==> config.mk <==
export PLATFORM = sky130hd
export DESIGN_NAME = pitch_track_note_segmenter_flat
export DESIGN_NICKNAME = d
export VERILOG_FILES = /design/src/hdl/ptns_pkg.sv /design/src/hdl/ptns_pitch_if.sv /design/src/hdl/ptns_res_if.sv /design/src/hdl/pitch_track_note_segmenter.sv /design/src/flat_wrapper.sv
export SDC_FILE = /design/constraint.sdc
export NUM_CORES = 2
export LEC_CHECK = 0
export BUFFER_PORTS_ARGS = -buffer_cell sky130_fd_sc_hd__buf_2
export CAP_MARGIN = 20
export CORE_ASPECT_RATIO = 0.8
export CORE_MARGIN = 4
export CORE_UTILIZATION = 30
export CTS_BUF_LIST = sky130_fd_sc_hd__clkbuf_8 sky130_fd_sc_hd__clkbuf_16
export CTS_CLUSTER_SIZE = 8
export DETAILED_ROUTE_END_ITERATION = 8
export PLACE_DENSITY = 0.56
export SETUP_SLACK_MARGIN = 0.2
export SLEW_MARGIN = 0
export SYNTH_ARGS = -nofsm -noshare
export SYNTH_HDL_FRONTEND = slang
export SYNTH_SLANG_ARGS = --single-unit
==> constraint.sdc <==
create_clock -name clk_i -period 21.8 [get_ports clk_i]
set_input_delay 1.09 -clock clk_i [delete_from_list [all_inputs] [get_ports clk_i]]
set_output_delay 1.09 -clock clk_i [all_outputs]
set_load 0.02 [all_outputs]
==> src/hdl/ptns_pkg.sv <==
`default_nettype none
package ptns_pkg;
  localparam int PITCH_W        = 15;
  localparam int WINDOW_MAX_DEF = 128;
  localparam int FRAME_BITS_DEF = 24;
  localparam int CFG_IDX_W      = 2;
  localparam int CFG_DATA_W     = 15;

  localparam logic [CFG_IDX_W-1:0] REG_WINDOW_FRAMES    = 2'd0;
  localparam logic [CFG_IDX_W-1:0] REG_BOUNDARY_STEP    = 2'd1;
  localparam logic [CFG_IDX_W-1:0] REG_STEADINESS_LIMIT = 2'd2;

  localparam logic [7:0]         WINDOW_FRAMES_RST    = 8'd86;
  localparam logic [PITCH_W-1:0] BOUNDARY_STEP_RST    = 15'd128;
  localparam logic [7:0]         STEADINESS_LIMIT_RST = 8'd26;
endpackage
`default_nettype wire

==> src/hdl/ptns_pitch_if.sv <==
`default_nettype none
interface ptns_pitch_if;
  logic                          valid;
  logic                          ready;
  logic [ptns_pkg::PITCH_W-1:0]  pitch;
  logic                          last;
  modport source (output valid, pitch, last, input ready);
  modport sink (input valid, pitch, last, output ready);
endinterface
`default_nettype wire

==> src/hdl/ptns_res_if.sv <==
`default_nettype none
interface ptns_res_if #(
  parameter int FrameBits = ptns_pkg::FRAME_BITS_DEF
);
  logic                 valid;
  logic                 ready;
  logic [FrameBits-1:0] boundary_frame;
  logic                 final_res;
  modport source (output valid, boundary_frame, final_res, input ready);
  modport sink (input valid, boundary_frame, final_res, output ready);
endinterface
`default_nettype wire

==> src/hdl/pitch_track_note_segmenter.sv <==
// For an item that judges a window of N frames, the median is found one bit per pass over the
// window memory (15 passes), then one pass sums the squares of the deviations from it. The
// block takes one item at a time; the next request is taken once the last result is accepted.
// Reset clears registers to their defaults and the frame state; the window memory is not cleared.
`default_nettype none
module pitch_track_note_segmenter #(
  parameter int WindowMax = ptns_pkg::WINDOW_MAX_DEF,
  parameter int FrameBits = ptns_pkg::FRAME_BITS_DEF
) (
  input  wire                               clk_i,
  input  wire                               rst_ni,
  input  wire                               cfg_we_i,
  input  wire [ptns_pkg::CFG_IDX_W-1:0]     cfg_idx_i,
  input  wire [ptns_pkg::CFG_DATA_W-1:0]    cfg_wdata_i,
  ptns_pitch_if.sink                        in_i,
  ptns_res_if.source                        out_o
);
  localparam int PW  = ptns_pkg::PITCH_W;
  localparam int AW  = (WindowMax > 1) ? $clog2(WindowMax) : 1;
  localparam int NB  = $clog2(WindowMax + 1);
  localparam int XW  = 34;
  localparam int LW  = 8 + NB;
  localparam int L2W = 2 * LW;
  localparam int SW  = 2 * PW + NB;
  localparam int CW  = (SW > L2W) ? SW : L2W;
  localparam logic [FrameBits-1:0] FRAME_MAX = {FrameBits{1'b1}};

  typedef enum logic [5:0] {
    ST_IDLE = 6'b000001,
    ST_SEL  = 6'b000010,
    ST_SUM  = 6'b000100,
    ST_CMP  = 6'b001000,
    ST_FIN  = 6'b010000,
    ST_EMIT = 6'b100000
  } state_e;

  state_e state_q, state_d;

  logic [7:0]    wf_q;
  logic [PW-1:0] step_q;
  logic [7:0]    sl_q;

  logic [FrameBits-1:0] fc_q, fc_d, ref_frame_q, ref_frame_d, start_q, start_d;
  logic [FrameBits-1:0] bnd_q, bnd_d, final_q, final_d;
  logic [AW-1:0]        slot_q, slot_d, rd_addr_q, rd_addr_d, rd_start_q, rd_start_d;
  logic [PW-1:0]        ref_med_q, ref_med_d, pitch_q, pitch_d, prefix_q, prefix_d;
  logic [PW-1:0]        rdata_q;
  logic                 last_q, last_d;
  logic [NB-1:0]        n_q, n_d, idx_q, idx_d, kk_q, kk_d, cnt_q, cnt_d;
  logic [LW-1:0]        lim_q, lim_d;
  logic [3:0]           bit_q, bit_d;
  logic                 rv_q, rv_d, sqv_q, sqv_d;
  logic [2*PW-1:0]      sq_q, sq_d;
  logic [SW-1:0]        sum_q, sum_d;
  logic                 pend_first_q, pend_first_d, pend_bnd_q, pend_bnd_d;
  logic                 pend_last_q, pend_last_d;
  logic                 out_valid_q, out_valid_d, out_final_q, out_final_d;
  logic [FrameBits-1:0] out_frame_q, out_frame_d;

  logic                 rd_en, wr_en;
  logic [PW-1:0]        mem_q [WindowMax];

  logic [NB-1:0]        n_eff;
  logic [PW:0]          hmask;
  logic                 match;
  logic [PW-1:0]        dev;
  logic                 judge;
  logic [XW-1:0]        slot_ext, n_ext;
  logic [CW-1:0]        lim_sq, sum_ext;
  logic                 slot_free;

  always_comb begin
    if (wf_q == 8'd0) begin
      n_eff = NB'(1);
    end else if (XW'(wf_q) > XW'(WindowMax)) begin
      n_eff = NB'(WindowMax);
    end else begin
      n_eff = NB'(wf_q);
    end
  end

  assign in_i.ready           = (state_q == ST_IDLE);
  assign out_o.valid          = out_valid_q;
  assign out_o.boundary_frame = out_frame_q;
  assign out_o.final_res      = out_final_q;

  assign hmask   = {(PW+1){1'b1}} << ({1'b0, bit_q} + 5'd1);
  assign match   = (((rdata_q ^ prefix_q) & hmask[PW-1:0]) == '0) && !rdata_q[bit_q];
  assign dev     = (rdata_q >= prefix_q) ? (rdata_q - prefix_q) : (prefix_q - rdata_q);
  assign judge   = (fc_q != FRAME_MAX) && (XW'(fc_q) >= (XW'(n_eff) << 1));
  assign slot_ext = XW'(slot_q);
  assign n_ext    = XW'(n_eff);
  assign lim_sq   = CW'(lim_q * lim_q);
  assign sum_ext  = CW'(sum_q);
  assign slot_free = !out_valid_q || out_o.ready;

  always_ff @(posedge clk_i or negedge rst_ni) begin
    if (!rst_ni) begin
      wf_q   <= ptns_pkg::WINDOW_FRAMES_RST;
      step_q <= ptns_pkg::BOUNDARY_STEP_RST;
      sl_q   <= ptns_pkg::STEADINESS_LIMIT_RST;
    end else if (cfg_we_i) begin
      unique case (cfg_idx_i)
        ptns_pkg::REG_WINDOW_FRAMES:    wf_q   <= cfg_wdata_i[7:0];
        ptns_pkg::REG_BOUNDARY_STEP:    step_q <= cfg_wdata_i[PW-1:0];
        ptns_pkg::REG_STEADINESS_LIMIT: sl_q   <= cfg_wdata_i[7:0];
        default: ;
      endcase
    end
  end

  always_comb begin
    state_d      = state_q;
    fc_d         = fc_q;
    slot_d       = slot_q;
    ref_frame_d  = ref_frame_q;
    ref_med_d    = ref_med_q;
    start_d      = start_q;
    bnd_d        = bnd_q;
    final_d      = final_q;
    rd_addr_d    = rd_addr_q;
    rd_start_d   = rd_start_q;
    pitch_d      = pitch_q;
    last_d       = last_q;
    prefix_d     = prefix_q;
    n_d          = n_q;
    idx_d        = idx_q;
    kk_d         = kk_q;
    cnt_d        = cnt_q;
    lim_d        = lim_q;
    bit_d        = bit_q;
    rv_d         = 1'b0;
    sqv_d        = 1'b0;
    sq_d         = sq_q;
    sum_d        = sum_q;
    pend_first_d = pend_first_q;
    pend_bnd_d   = pend_bnd_q;
    pend_last_d  = pend_last_q;
    out_valid_d  = out_valid_q;
    out_frame_d  = out_frame_q;
    out_final_d  = out_final_q;
    rd_en        = 1'b0;
    wr_en        = 1'b0;

    if (out_valid_q && out_o.ready) begin
      out_valid_d = 1'b0;
    end

    unique case (state_q)
      ST_IDLE: begin
        if (in_i.valid) begin
          pitch_d      = in_i.pitch;
          last_d       = in_i.last;
          n_d          = n_eff;
          lim_d        = LW'(sl_q * n_eff);
          pend_first_d = (fc_q == '0);
          pend_bnd_d   = 1'b0;
          pend_last_d  = 1'b0;
          start_d      = fc_q - FrameBits'(n_eff);
          if (slot_ext >= n_ext) begin
            rd_start_d = AW'(slot_ext - n_ext);
          end else begin
            rd_start_d = AW'(slot_ext + XW'(WindowMax) - n_ext);
          end
          rd_addr_d = rd_start_d;
          idx_d     = '0;
          cnt_d     = '0;
          bit_d     = 4'(PW - 1);
          prefix_d  = '0;
          kk_d      = n_eff >> 1;
          state_d   = judge ? ST_SEL : ST_FIN;
        end
      end
      ST_SEL, ST_SUM: begin
        if (idx_q != n_q) begin
          rd_en = 1'b1;
          rv_d  = 1'b1;
          idx_d = idx_q + NB'(1);
          rd_addr_d = (XW'(rd_addr_q) == XW'(WindowMax - 1)) ? '0 : rd_addr_q + AW'(1);
        end
        if (state_q == ST_SEL) begin
          if (rv_q && match) begin
            cnt_d = cnt_q + NB'(1);
          end
          if (idx_q == n_q && !rv_q) begin
            // Count of smaller candidates decides this bit of the median.
            if (kk_q >= cnt_q) begin
              kk_d            = kk_q - cnt_q;
              prefix_d[bit_q] = 1'b1;
            end
            cnt_d     = '0;
            idx_d     = '0;
            rd_addr_d = rd_start_q;
            sum_d     = '0;
            if (bit_q == 4'd0) begin
              state_d = ST_SUM;
            end else begin
              bit_d = bit_q - 4'd1;
            end
          end
        end else begin
          if (rv_q) begin
            sq_d  = dev * dev;
            sqv_d = 1'b1;
          end
          if (sqv_q) begin
            sum_d = sum_q + SW'(sq_q);
          end
          if (idx_q == n_q && !rv_q && !sqv_q) begin
            state_d = ST_CMP;
          end
        end
      end
      ST_CMP: begin
        if ((sum_ext < lim_sq) &&
            (((prefix_q > ref_med_q) ? (prefix_q - ref_med_q) : (ref_med_q - prefix_q))
             > step_q)) begin
          pend_bnd_d  = (XW'(start_q) > (XW'(ref_frame_q) + XW'(n_q)));
          bnd_d       = start_q;
          ref_frame_d = start_q;
          ref_med_d   = prefix_q;
        end
        state_d = ST_FIN;
      end
      ST_FIN: begin
        final_d = fc_q;
        if (fc_q != FRAME_MAX) begin
          wr_en   = 1'b1;
          fc_d    = fc_q + FrameBits'(1);
          final_d = fc_d;
          slot_d  = (XW'(slot_q) == XW'(WindowMax - 1)) ? '0 : slot_q + AW'(1);
        end
        if (last_q) begin
          pend_last_d = 1'b1;
          fc_d        = '0;
          slot_d      = '0;
          ref_frame_d = '0;
          ref_med_d   = '0;
        end
        state_d = ST_EMIT;
      end
      ST_EMIT: begin
        if (slot_free) begin
          if (pend_first_q) begin
            pend_first_d = 1'b0;
            out_valid_d  = 1'b1;
            out_frame_d  = '0;
            out_final_d  = 1'b0;
          end else if (pend_bnd_q) begin
            pend_bnd_d  = 1'b0;
            out_valid_d = 1'b1;
            out_frame_d = bnd_q;
            out_final_d = 1'b0;
          end else if (pend_last_q) begin
            pend_last_d = 1'b0;
            out_valid_d = 1'b1;
            out_frame_d = final_q;
            out_final_d = 1'b1;
          end else begin
            state_d = ST_IDLE;
          end
        end
      end
      default: state_d = ST_IDLE;
    endcase
  end

  always_ff @(posedge clk_i or negedge rst_ni) begin
    if (!rst_ni) begin
      state_q      <= ST_IDLE;
      fc_q         <= '0;
      slot_q       <= '0;
      ref_frame_q  <= '0;
      ref_med_q    <= '0;
      rv_q         <= 1'b0;
      sqv_q        <= 1'b0;
      pend_first_q <= 1'b0;
      pend_bnd_q   <= 1'b0;
      pend_last_q  <= 1'b0;
      out_valid_q  <= 1'b0;
    end else begin
      state_q      <= state_d;
      fc_q         <= fc_d;
      slot_q       <= slot_d;
      ref_frame_q  <= ref_frame_d;
      ref_med_q    <= ref_med_d;
      rv_q         <= rv_d;
      sqv_q        <= sqv_d;
      pend_first_q <= pend_first_d;
      pend_bnd_q   <= pend_bnd_d;
      pend_last_q  <= pend_last_d;
      out_valid_q  <= out_valid_d;
    end
  end

  always_ff @(posedge clk_i) begin
    start_q     <= start_d;
    bnd_q       <= bnd_d;
    final_q     <= final_d;
    rd_addr_q   <= rd_addr_d;
    rd_start_q  <= rd_start_d;
    pitch_q     <= pitch_d;
    last_q      <= last_d;
    prefix_q    <= prefix_d;
    n_q         <= n_d;
    idx_q       <= idx_d;
    kk_q        <= kk_d;
    cnt_q       <= cnt_d;
    lim_q       <= lim_d;
    bit_q       <= bit_d;
    sq_q        <= sq_d;
    sum_q       <= sum_d;
    out_frame_q <= out_frame_d;
    out_final_q <= out_final_d;
  end

  always_ff @(posedge clk_i) begin
    if (wr_en) begin
      mem_q[slot_q] <= pitch_q;
    end
    if (rd_en) begin
      rdata_q <= mem_q[rd_addr_q];
    end
  end
endmodule
`default_nettype wire

==> src/flat_wrapper.sv <==
// flat-port wrapper written by rule: the top's interface ports become plain ports
module pitch_track_note_segmenter_flat 
#(
  parameter int WindowMax = ptns_pkg::WINDOW_MAX_DEF,
  parameter int FrameBits = ptns_pkg::FRAME_BITS_DEF
)
  (clk_i, rst_ni, cfg_we_i, cfg_idx_i, cfg_wdata_i, in_i_valid, in_i_pitch, in_i_last, in_i_ready, out_o_valid, out_o_boundary_frame, out_o_final_res, out_o_ready);
  ptns_pitch_if in_i_i ();
  ptns_res_if #(.FrameBits(FrameBits)) out_o_i ();
  input  wire clk_i;
  input  wire rst_ni;
  input  wire cfg_we_i;
  input  wire [ptns_pkg::CFG_IDX_W-1:0] cfg_idx_i;
  input  wire [ptns_pkg::CFG_DATA_W-1:0] cfg_wdata_i;
  input wire logic [$bits(in_i_i.valid)-1:0] in_i_valid;
  input wire logic [$bits(in_i_i.pitch)-1:0] in_i_pitch;
  input wire logic [$bits(in_i_i.last)-1:0] in_i_last;
  output wire logic [$bits(in_i_i.ready)-1:0] in_i_ready;
  output wire logic [$bits(out_o_i.valid)-1:0] out_o_valid;
  output wire logic [$bits(out_o_i.boundary_frame)-1:0] out_o_boundary_frame;
  output wire logic [$bits(out_o_i.final_res)-1:0] out_o_final_res;
  input wire logic [$bits(out_o_i.ready)-1:0] out_o_ready;
  assign in_i_i.valid = in_i_valid;
  assign in_i_i.pitch = in_i_pitch;
  assign in_i_i.last = in_i_last;
  assign in_i_ready = in_i_i.ready;
  assign out_o_valid = out_o_i.valid;
  assign out_o_boundary_frame = out_o_i.boundary_frame;
  assign out_o_final_res = out_o_i.final_res;
  assign out_o_i.ready = out_o_ready;
  pitch_track_note_segmenter #(.WindowMax(WindowMax), .FrameBits(FrameBits)) u_core (.clk_i(clk_i), .rst_ni(rst_ni), .cfg_we_i(cfg_we_i), .cfg_idx_i(cfg_idx_i), .cfg_wdata_i(cfg_wdata_i), .in_i(in_i_i), .out_o(out_o_i));
endmodule
# ---- Yosys cells after proc, flatten, opt, wreduce, memory -nomap -nowiden
# Memory sizes are Yosys's and may differ from the RTL's. A register that Yosys moved wholly into a read port is not among the register bits.
# Index checks and enable logic that the tools add are counted.
dict set report totals {
  in_bits 38
  register_bits 375
  elab_cells 240
  output_inout_bits 27
  memories 1
  ramBits 1920
}
# memory words word_bits rd rd_ports_with_merged_regs write_ports line_no
set memory_table {}
lappend memory_table {u_core.mem_q 128 15 1 1 1 pitch_track_note_segmenter.sv:61} ;# logic [PW-1:0] mem_q [WindowMax];
dict set report op_classes {
  shift 1
  addsub 18
  reduce_logical 46
  n_lt_le_gt_ge 11
  bitwise_logic 4
  muxes 95
  n_eq_ne 29
  multipliers 3
}
# operator count
set ops {}
lappend ops {{24-bit 2-to-1 mux} 6}
lappend ops {{15-bit 2-to-1 mux} 8}
lappend ops {{38-bit 2-to-1 mux} 3}
lappend ops {{8-bit 2-to-1 mux} 13}
lappend ops {{7-bit 2-to-1 mux} 9}
lappend ops {{15-bit case mux with 2 select lines} 2}
lappend ops {{15-bit subtractor} 4}
lappend ops {{6-bit 2-to-1 mux} 9}
lappend ops {{24-bit case mux with 2 select lines} 1}
lappend ops {{8-bit case mux with 2 select lines} 3}
lappend ops {{38-bit by 30-bit adder with 38-bit output} 1}
lappend ops {{38-bit by 32-bit < comparator with 1-bit output} 1}
lappend ops {{24-bit by 34-bit > comparator with 1-bit output} 1}
lappend ops {{16-bit by 16-bit multiplier with 32-bit output} 1}
lappend ops {{15-bit > comparator} 2}
lappend ops {{15-bit by 15-bit multiplier with 30-bit output} 1}
lappend ops {{6-bit case mux with 5 select lines} 1}
lappend ops {{1-bit 2-to-1 mux} 28}
lappend ops {{24-bit by 8-bit adder with 25-bit output} 1}
lappend ops {{24-bit by 1-bit adder with 24-bit output (second input constant)} 1}
lappend ops {{24-bit by 9-bit greater-or-equal comparator with 1-bit output} 1}
lappend ops {{24-bit logical NOT} 1}
lappend ops {{24-bit inequality test (second input constant)} 1}
lappend ops {{24-bit by 8-bit subtractor with 24-bit output} 1}
lappend ops {{other kinds (57)} 107}

# ---- Logic depth before layout (Yosys ltp)
dict set report logic_depth {
  depth_word 10
  ltp_mapped 37
  ltp_nobuf 34
}

# ---- Worst setup path after synthesis
# Ideal clock, no wire load.
dict set report synth_timing {
  path_kind {register -> register}
  startpoint {register u_core.lim_q[4]}
  endpoint {register u_core.bnd_q[0], enable pin}
  n_path_buf 4
  path_stages_with_launch 31
  period_less_slack_ns 8.756
  setup_time_ns 0.398
  setup_slack_ns 13.044
  arrival_time_ns 8.358
  cell_sequence {edfxtp_1 > clkbuf_1 > clkbuf_1 > nand2_1 > fa_1 > fa_1 > inv_1 > fa_1 > fa_1 > fa_1 > inv_1 > fa_1 > inv_1 > ha_1 > clkbuf_1 > nor3_1 > nor2_1 > o41ai_1 > a21oi_1 > o41a_1 > a31oi_1 > o21ai_0 > a21oi_1 > xnor2_1 > ha_1 > a2111oi_0 > o41ai_1 > a21oi_1 > o221ai_1 > nor2_1 > clkbuf_1}
}
dict set report synth_between {
  elab_chain_len 4
}
# item line_no
set synth_lines {}
lappend synth_lines {{start, declared} pitch_track_note_segmenter.sv:50} ;# logic [LW-1:0] lim_q, lim_d;
lappend synth_lines {{start signal, assigned} pitch_track_note_segmenter.sv:309} ;# lim_q <= lim_d;
lappend synth_lines {{16-bit by 16-bit multiplier with 32-bit output} pitch_track_note_segmenter.sv:93} ;# assign lim_sq = CW'(lim_q * lim_q);
lappend synth_lines {{38-bit by 32-bit < comparator with 1-bit output} pitch_track_note_segmenter.sv:215} ;# if ((sum_ext < lim_sq) &&
lappend synth_lines {{1-bit logical AND} pitch_track_note_segmenter.sv:215}
lappend synth_lines {{2-bit AND reduction (no line)} -}
lappend synth_lines {{end signal, assigned} pitch_track_note_segmenter.sv:298} ;# bnd_q <= bnd_d;
lappend synth_lines {{end, declared} pitch_track_note_segmenter.sv:44} ;# logic [FrameBits-1:0] bnd_q, bnd_d, final_q, final_d;
# No other way between the ends.
# A chain may end at the register's enable or synchronous reset.

# ---- Worst setup path in the final report
dict set report layout_timing {
  startpoint {register u_core.prefix_q[12]}
  endpoint {register u_core.sq_q[27], data pin}
}
dict set report layout_between {
  elab_chain_len 3
}
# item line_no
set layout_lines {}
lappend layout_lines {{start, declared} pitch_track_note_segmenter.sv:46} ;# logic [PW-1:0] ref_med_q, ref_med_d, pitch_q, pitch_d, prefix_q, prefix_d;
lappend layout_lines {{start signal, assigned} pitch_track_note_segmenter.sv:304} ;# prefix_q <= prefix_d;
lappend layout_lines {{15-bit subtractor / 15-bit greater-or-equal comparator (equally long branches)} pitch_track_note_segmenter.sv:89} ;# assign dev = (rdata_q >= prefix_q) ? (rdata_q - prefix_q) : (prefix_q - rdata_q);
lappend layout_lines {{15-bit 2-to-1 mux (*)} pitch_track_note_segmenter.sv:89}
lappend layout_lines {{15-bit by 15-bit multiplier with 30-bit output (*)} pitch_track_note_segmenter.sv:203} ;# sq_d = dev * dev;
lappend layout_lines {{end signal, assigned} pitch_track_note_segmenter.sv:311} ;# sq_q <= sq_d;
lappend layout_lines {{end, declared} pitch_track_note_segmenter.sv:53} ;# logic [2*PW-1:0] sq_q, sq_d;
# Every way passes the cells marked *; elsewhere a longest branch is shown, timed or not.

==> metrics <==
Iteration-0 DRC Markers=5915; Resized cells post-CTS=0; # fillers=34616; share of cells above drive strength 1=roughly a fifth; CP max stage delay=~600 ps; hold violation total from the final report=0; die area=382000 µm²; FF-to-FF setup slack=11520 ps; worst-margin pin slew=1150 ps; status=complete, no violations; number of enable flip-flop cells after synthesis=2196; Setup Skew=105 ps; ys async rst share=4.89%; worst path required time=22340 ps; Setup crit start=u_core.prefix_q[12]; Arr. time, crit path=roughly 11000 ps; R2R depth=30; Buffers on Ports=64; fmax=97.3 MHz; syn avg cell area=between 15 and 20 µm²; overall routing resource usage=14.8%; # IOs=65; CP Capture Point=u_core.sq_q[27]; Synth Flop Type=edfxtp_1; area of the multi-input gates=39500 µm²; First-pass DRT Iterations=6; Crit Path Category=reg2reg; antenna violations before repair=25; commonest non-fill, non-tap cell in the layout=edfxtp_1; most frequent cells in the layout=edfxtp_1, inv_1, mux4_2, ha_1, nor2_1; DRC viols=0; width of the die=690 µm; crit path capture type=register; # nets final=7902; Routed WL=287000 µm; Overflow after GRT=0; CTS buffer count=331; clk_lat worst skew=890 ps; CTS H-Tree Depth=5; post-CTS setup buffer count=0; Yosys cell types=between 80 and 90; Reg clk slew, reported paths=50 ps; vias=about 61000; Min-Delay Path Class=in2async; clk sinks=about 2300; Post-Syn Area=~110000 µm²; Core ar.=369000 µm²; largest net degree at the start of global routing=135; clock tree root driver cell=clkbuf_16; min Tclk post-route=10280 ps; max_slew headroom=around 22%; CP max-delay cell=or2_1; first-pass GRT wire length=424000 µm; Post-DP HPWL=184000 µm; reg2reg start=u_core.prefix_q[12]; RSZ-0062 raised after global routing=no; Via density=5.03; CP Launch Type=register; vias in the first global route=62051; setup TNS=0 ps; DR WL/cell=~24 µm; flip-flop and latch area=68800 µm²; Worst R2R End=u_core.sq_q[27]; CTS Buffer Depth=4; Mapped Cells=6760; Post-CTS Hold Buffers=0; Yosys warning count=0; Die Span Y=between 500 and 600 µm; Area growth syn-to-layout=14.5%; DRT antenna net count=0; max_cap viols=0; sequential area share after synthesis=61.7%; Setup-failing EPs final=0; Most common cell on crit path=fa_1; Yosys reg bits=2309; GP Congestion=roughly 0.84; initial core utilization=30.3%; CTS tree=built; Rows=199; final-report max-slew violation count=0; period utilization=a little under half; CP max FO=14; Post-Syn Nets=7574
worst min path at each step:
stage	startpoint	to	slack [ps]	cells past startpoint
finish	rst_ni	u_core.ref_frame_q[20]	300	1
CTS	rst_ni	u_core.ref_frame_q[16]	290	1
global route	rst_ni	u_core.ref_frame_q[16]	310	1
detailed placement	u_core.ref_med_q[14]	u_core.ref_med_q[14]	490	1
global placement	u_core.ref_med_q[14]	u_core.ref_med_q[14]	490	1
floorplan	u_core.start_q[0]	u_core.bnd_q[0]	450	0
cell type report:
| class | instances | area share [%] |
|---|---|---|
| antenna | 6 | 0.0118 |
| multi-input combinational | 3550 | 30.9 |
| tap | 4924 | 4.82 |
| sequential | 2309 | 53.8 |
| timing repair buffer | 280 | 1.69 |
| clock buffer | 339 | 6.63 |
| clock inverter | 64 | 0.306 |
| inverter | 616 | 1.81 |
worst max-delay path, delay by kind of cell (launching register included):
| family | cells | cell delay, ps |
|---|---|---|
| buf+inv | 4 | 220 |
| flops | 1 | 460 |
| fa+ha+maj | 8 | 3710 |
| compound gates | 9 | 2360 |
| mux | 1 | 440 |
| xor+xnor | 2 | 680 |
| simple gates | 6 | 2120 |
synthesized netlist by cell type, types with 9 or more instances:
cell type / instances / area [µm²]
a211oi_1: 17 / 128
a21o_1: 103 / 773
a21oi_1: 188 / 941
a22o_1: 50 / 438
a31oi_1: 26 / 163
and2_1: 102 / 638
and3_1: 25 / 156
buf_1: 60 / 225
clkbuf_1: 213 / 800
dfrtp_1: 104 / 2600
dfstp_2: 9 / 236
edfxtp_1: 2196 / 65900
fa_1: 345 / 6910
ha_1: 431 / 5390
inv_1: 613 / 2300
mux2_2: 49 / 552
mux2i_1: 42 / 420
mux4_2: 634 / 14300
nand2_1: 258 / 968
nand2b_1: 38 / 238
nand3_1: 81 / 405
nand3b_1: 9 / 67.6
nand4_1: 44 / 275
nor2_1: 432 / 1620
nor2b_1: 49 / 307
nor3_1: 34 / 170
nor3b_1: 11 / 82.6
nor4_1: 15 / 93.8
o211ai_1: 11 / 82.6
o21a_1: 15 / 113
o21ai_0: 133 / 666
o21bai_1: 21 / 158
o22ai_1: 11 / 68.8
o31ai_1: 19 / 143
or2_2: 26 / 163
or3_1: 13 / 81.3
xnor2_1: 134 / 1170
xor2_1: 95 / 832
registers in the layout, indices dropped and copies added (netlist names), 15 cells and up:
signal                       cells
u_core.bnd_q                    24
u_core.sq_q                     29
u_core.ref_med_q                15
u_core.fc_q                     24
u_core.step_q                   15
u_core.rdata_q                  15
u_core.start_q                  24
u_core.ref_frame_q              24
u_core.prefix_q                 15
u_core.pitch_q                  15
u_core.out_o.boundary_frame     24
u_core.final_q                  24
u_core.mem_q                  1920
u_core.sum_ext                  38
u_core.lim_q                    16
through the flow:
stage                     hold slack (ps)  cell area, µm²  std cells  setup WS (ps)  utilization (%)
final                                 303          128000      12088          11520             34.6
after global routing                  312          128000      12084          10860             34.6
after CTS                             287          128000      12071          11540             34.6
after detailed placement              490          119000      11668          11540             32.2
after global placement                485          119000      11662          11360             32.2
after floorplan                       450          112000       6760          13040                -
layer usage:
metal | track usage, % | part of all wire [%] | vias to the layer above
li1 | - | - | 26189
met1 | 21.8 | 45 | 32054
met2 | 22.0 | 44 | 2206
met3 | 3.72 | 8.5 | 390
met4 | 3.28 | 2.0 | 0
met5 | 0 | 0 | -
logic make-up (layout without fill, tap and decap cells):
kind of cell	after synthesis	after routing	share of synthesized area [%]
flip-flops	2309	2309	61.7
AND/OR/NAND/NOR	1155	1155	4.86
buffers and inverters	901	1299	3.08
adder cells (fa/ha/maj)	776	776	11.0
multiplexers	727	727	13.7
AO/OA/AOI/OAI	661	661	3.86
XOR/XNOR	231	231	1.83
other	0	6	0
Power is left out: the tool's default activity adds up to more than one toggle a clock period on the data nets, which glitch-free logic cannot reach.
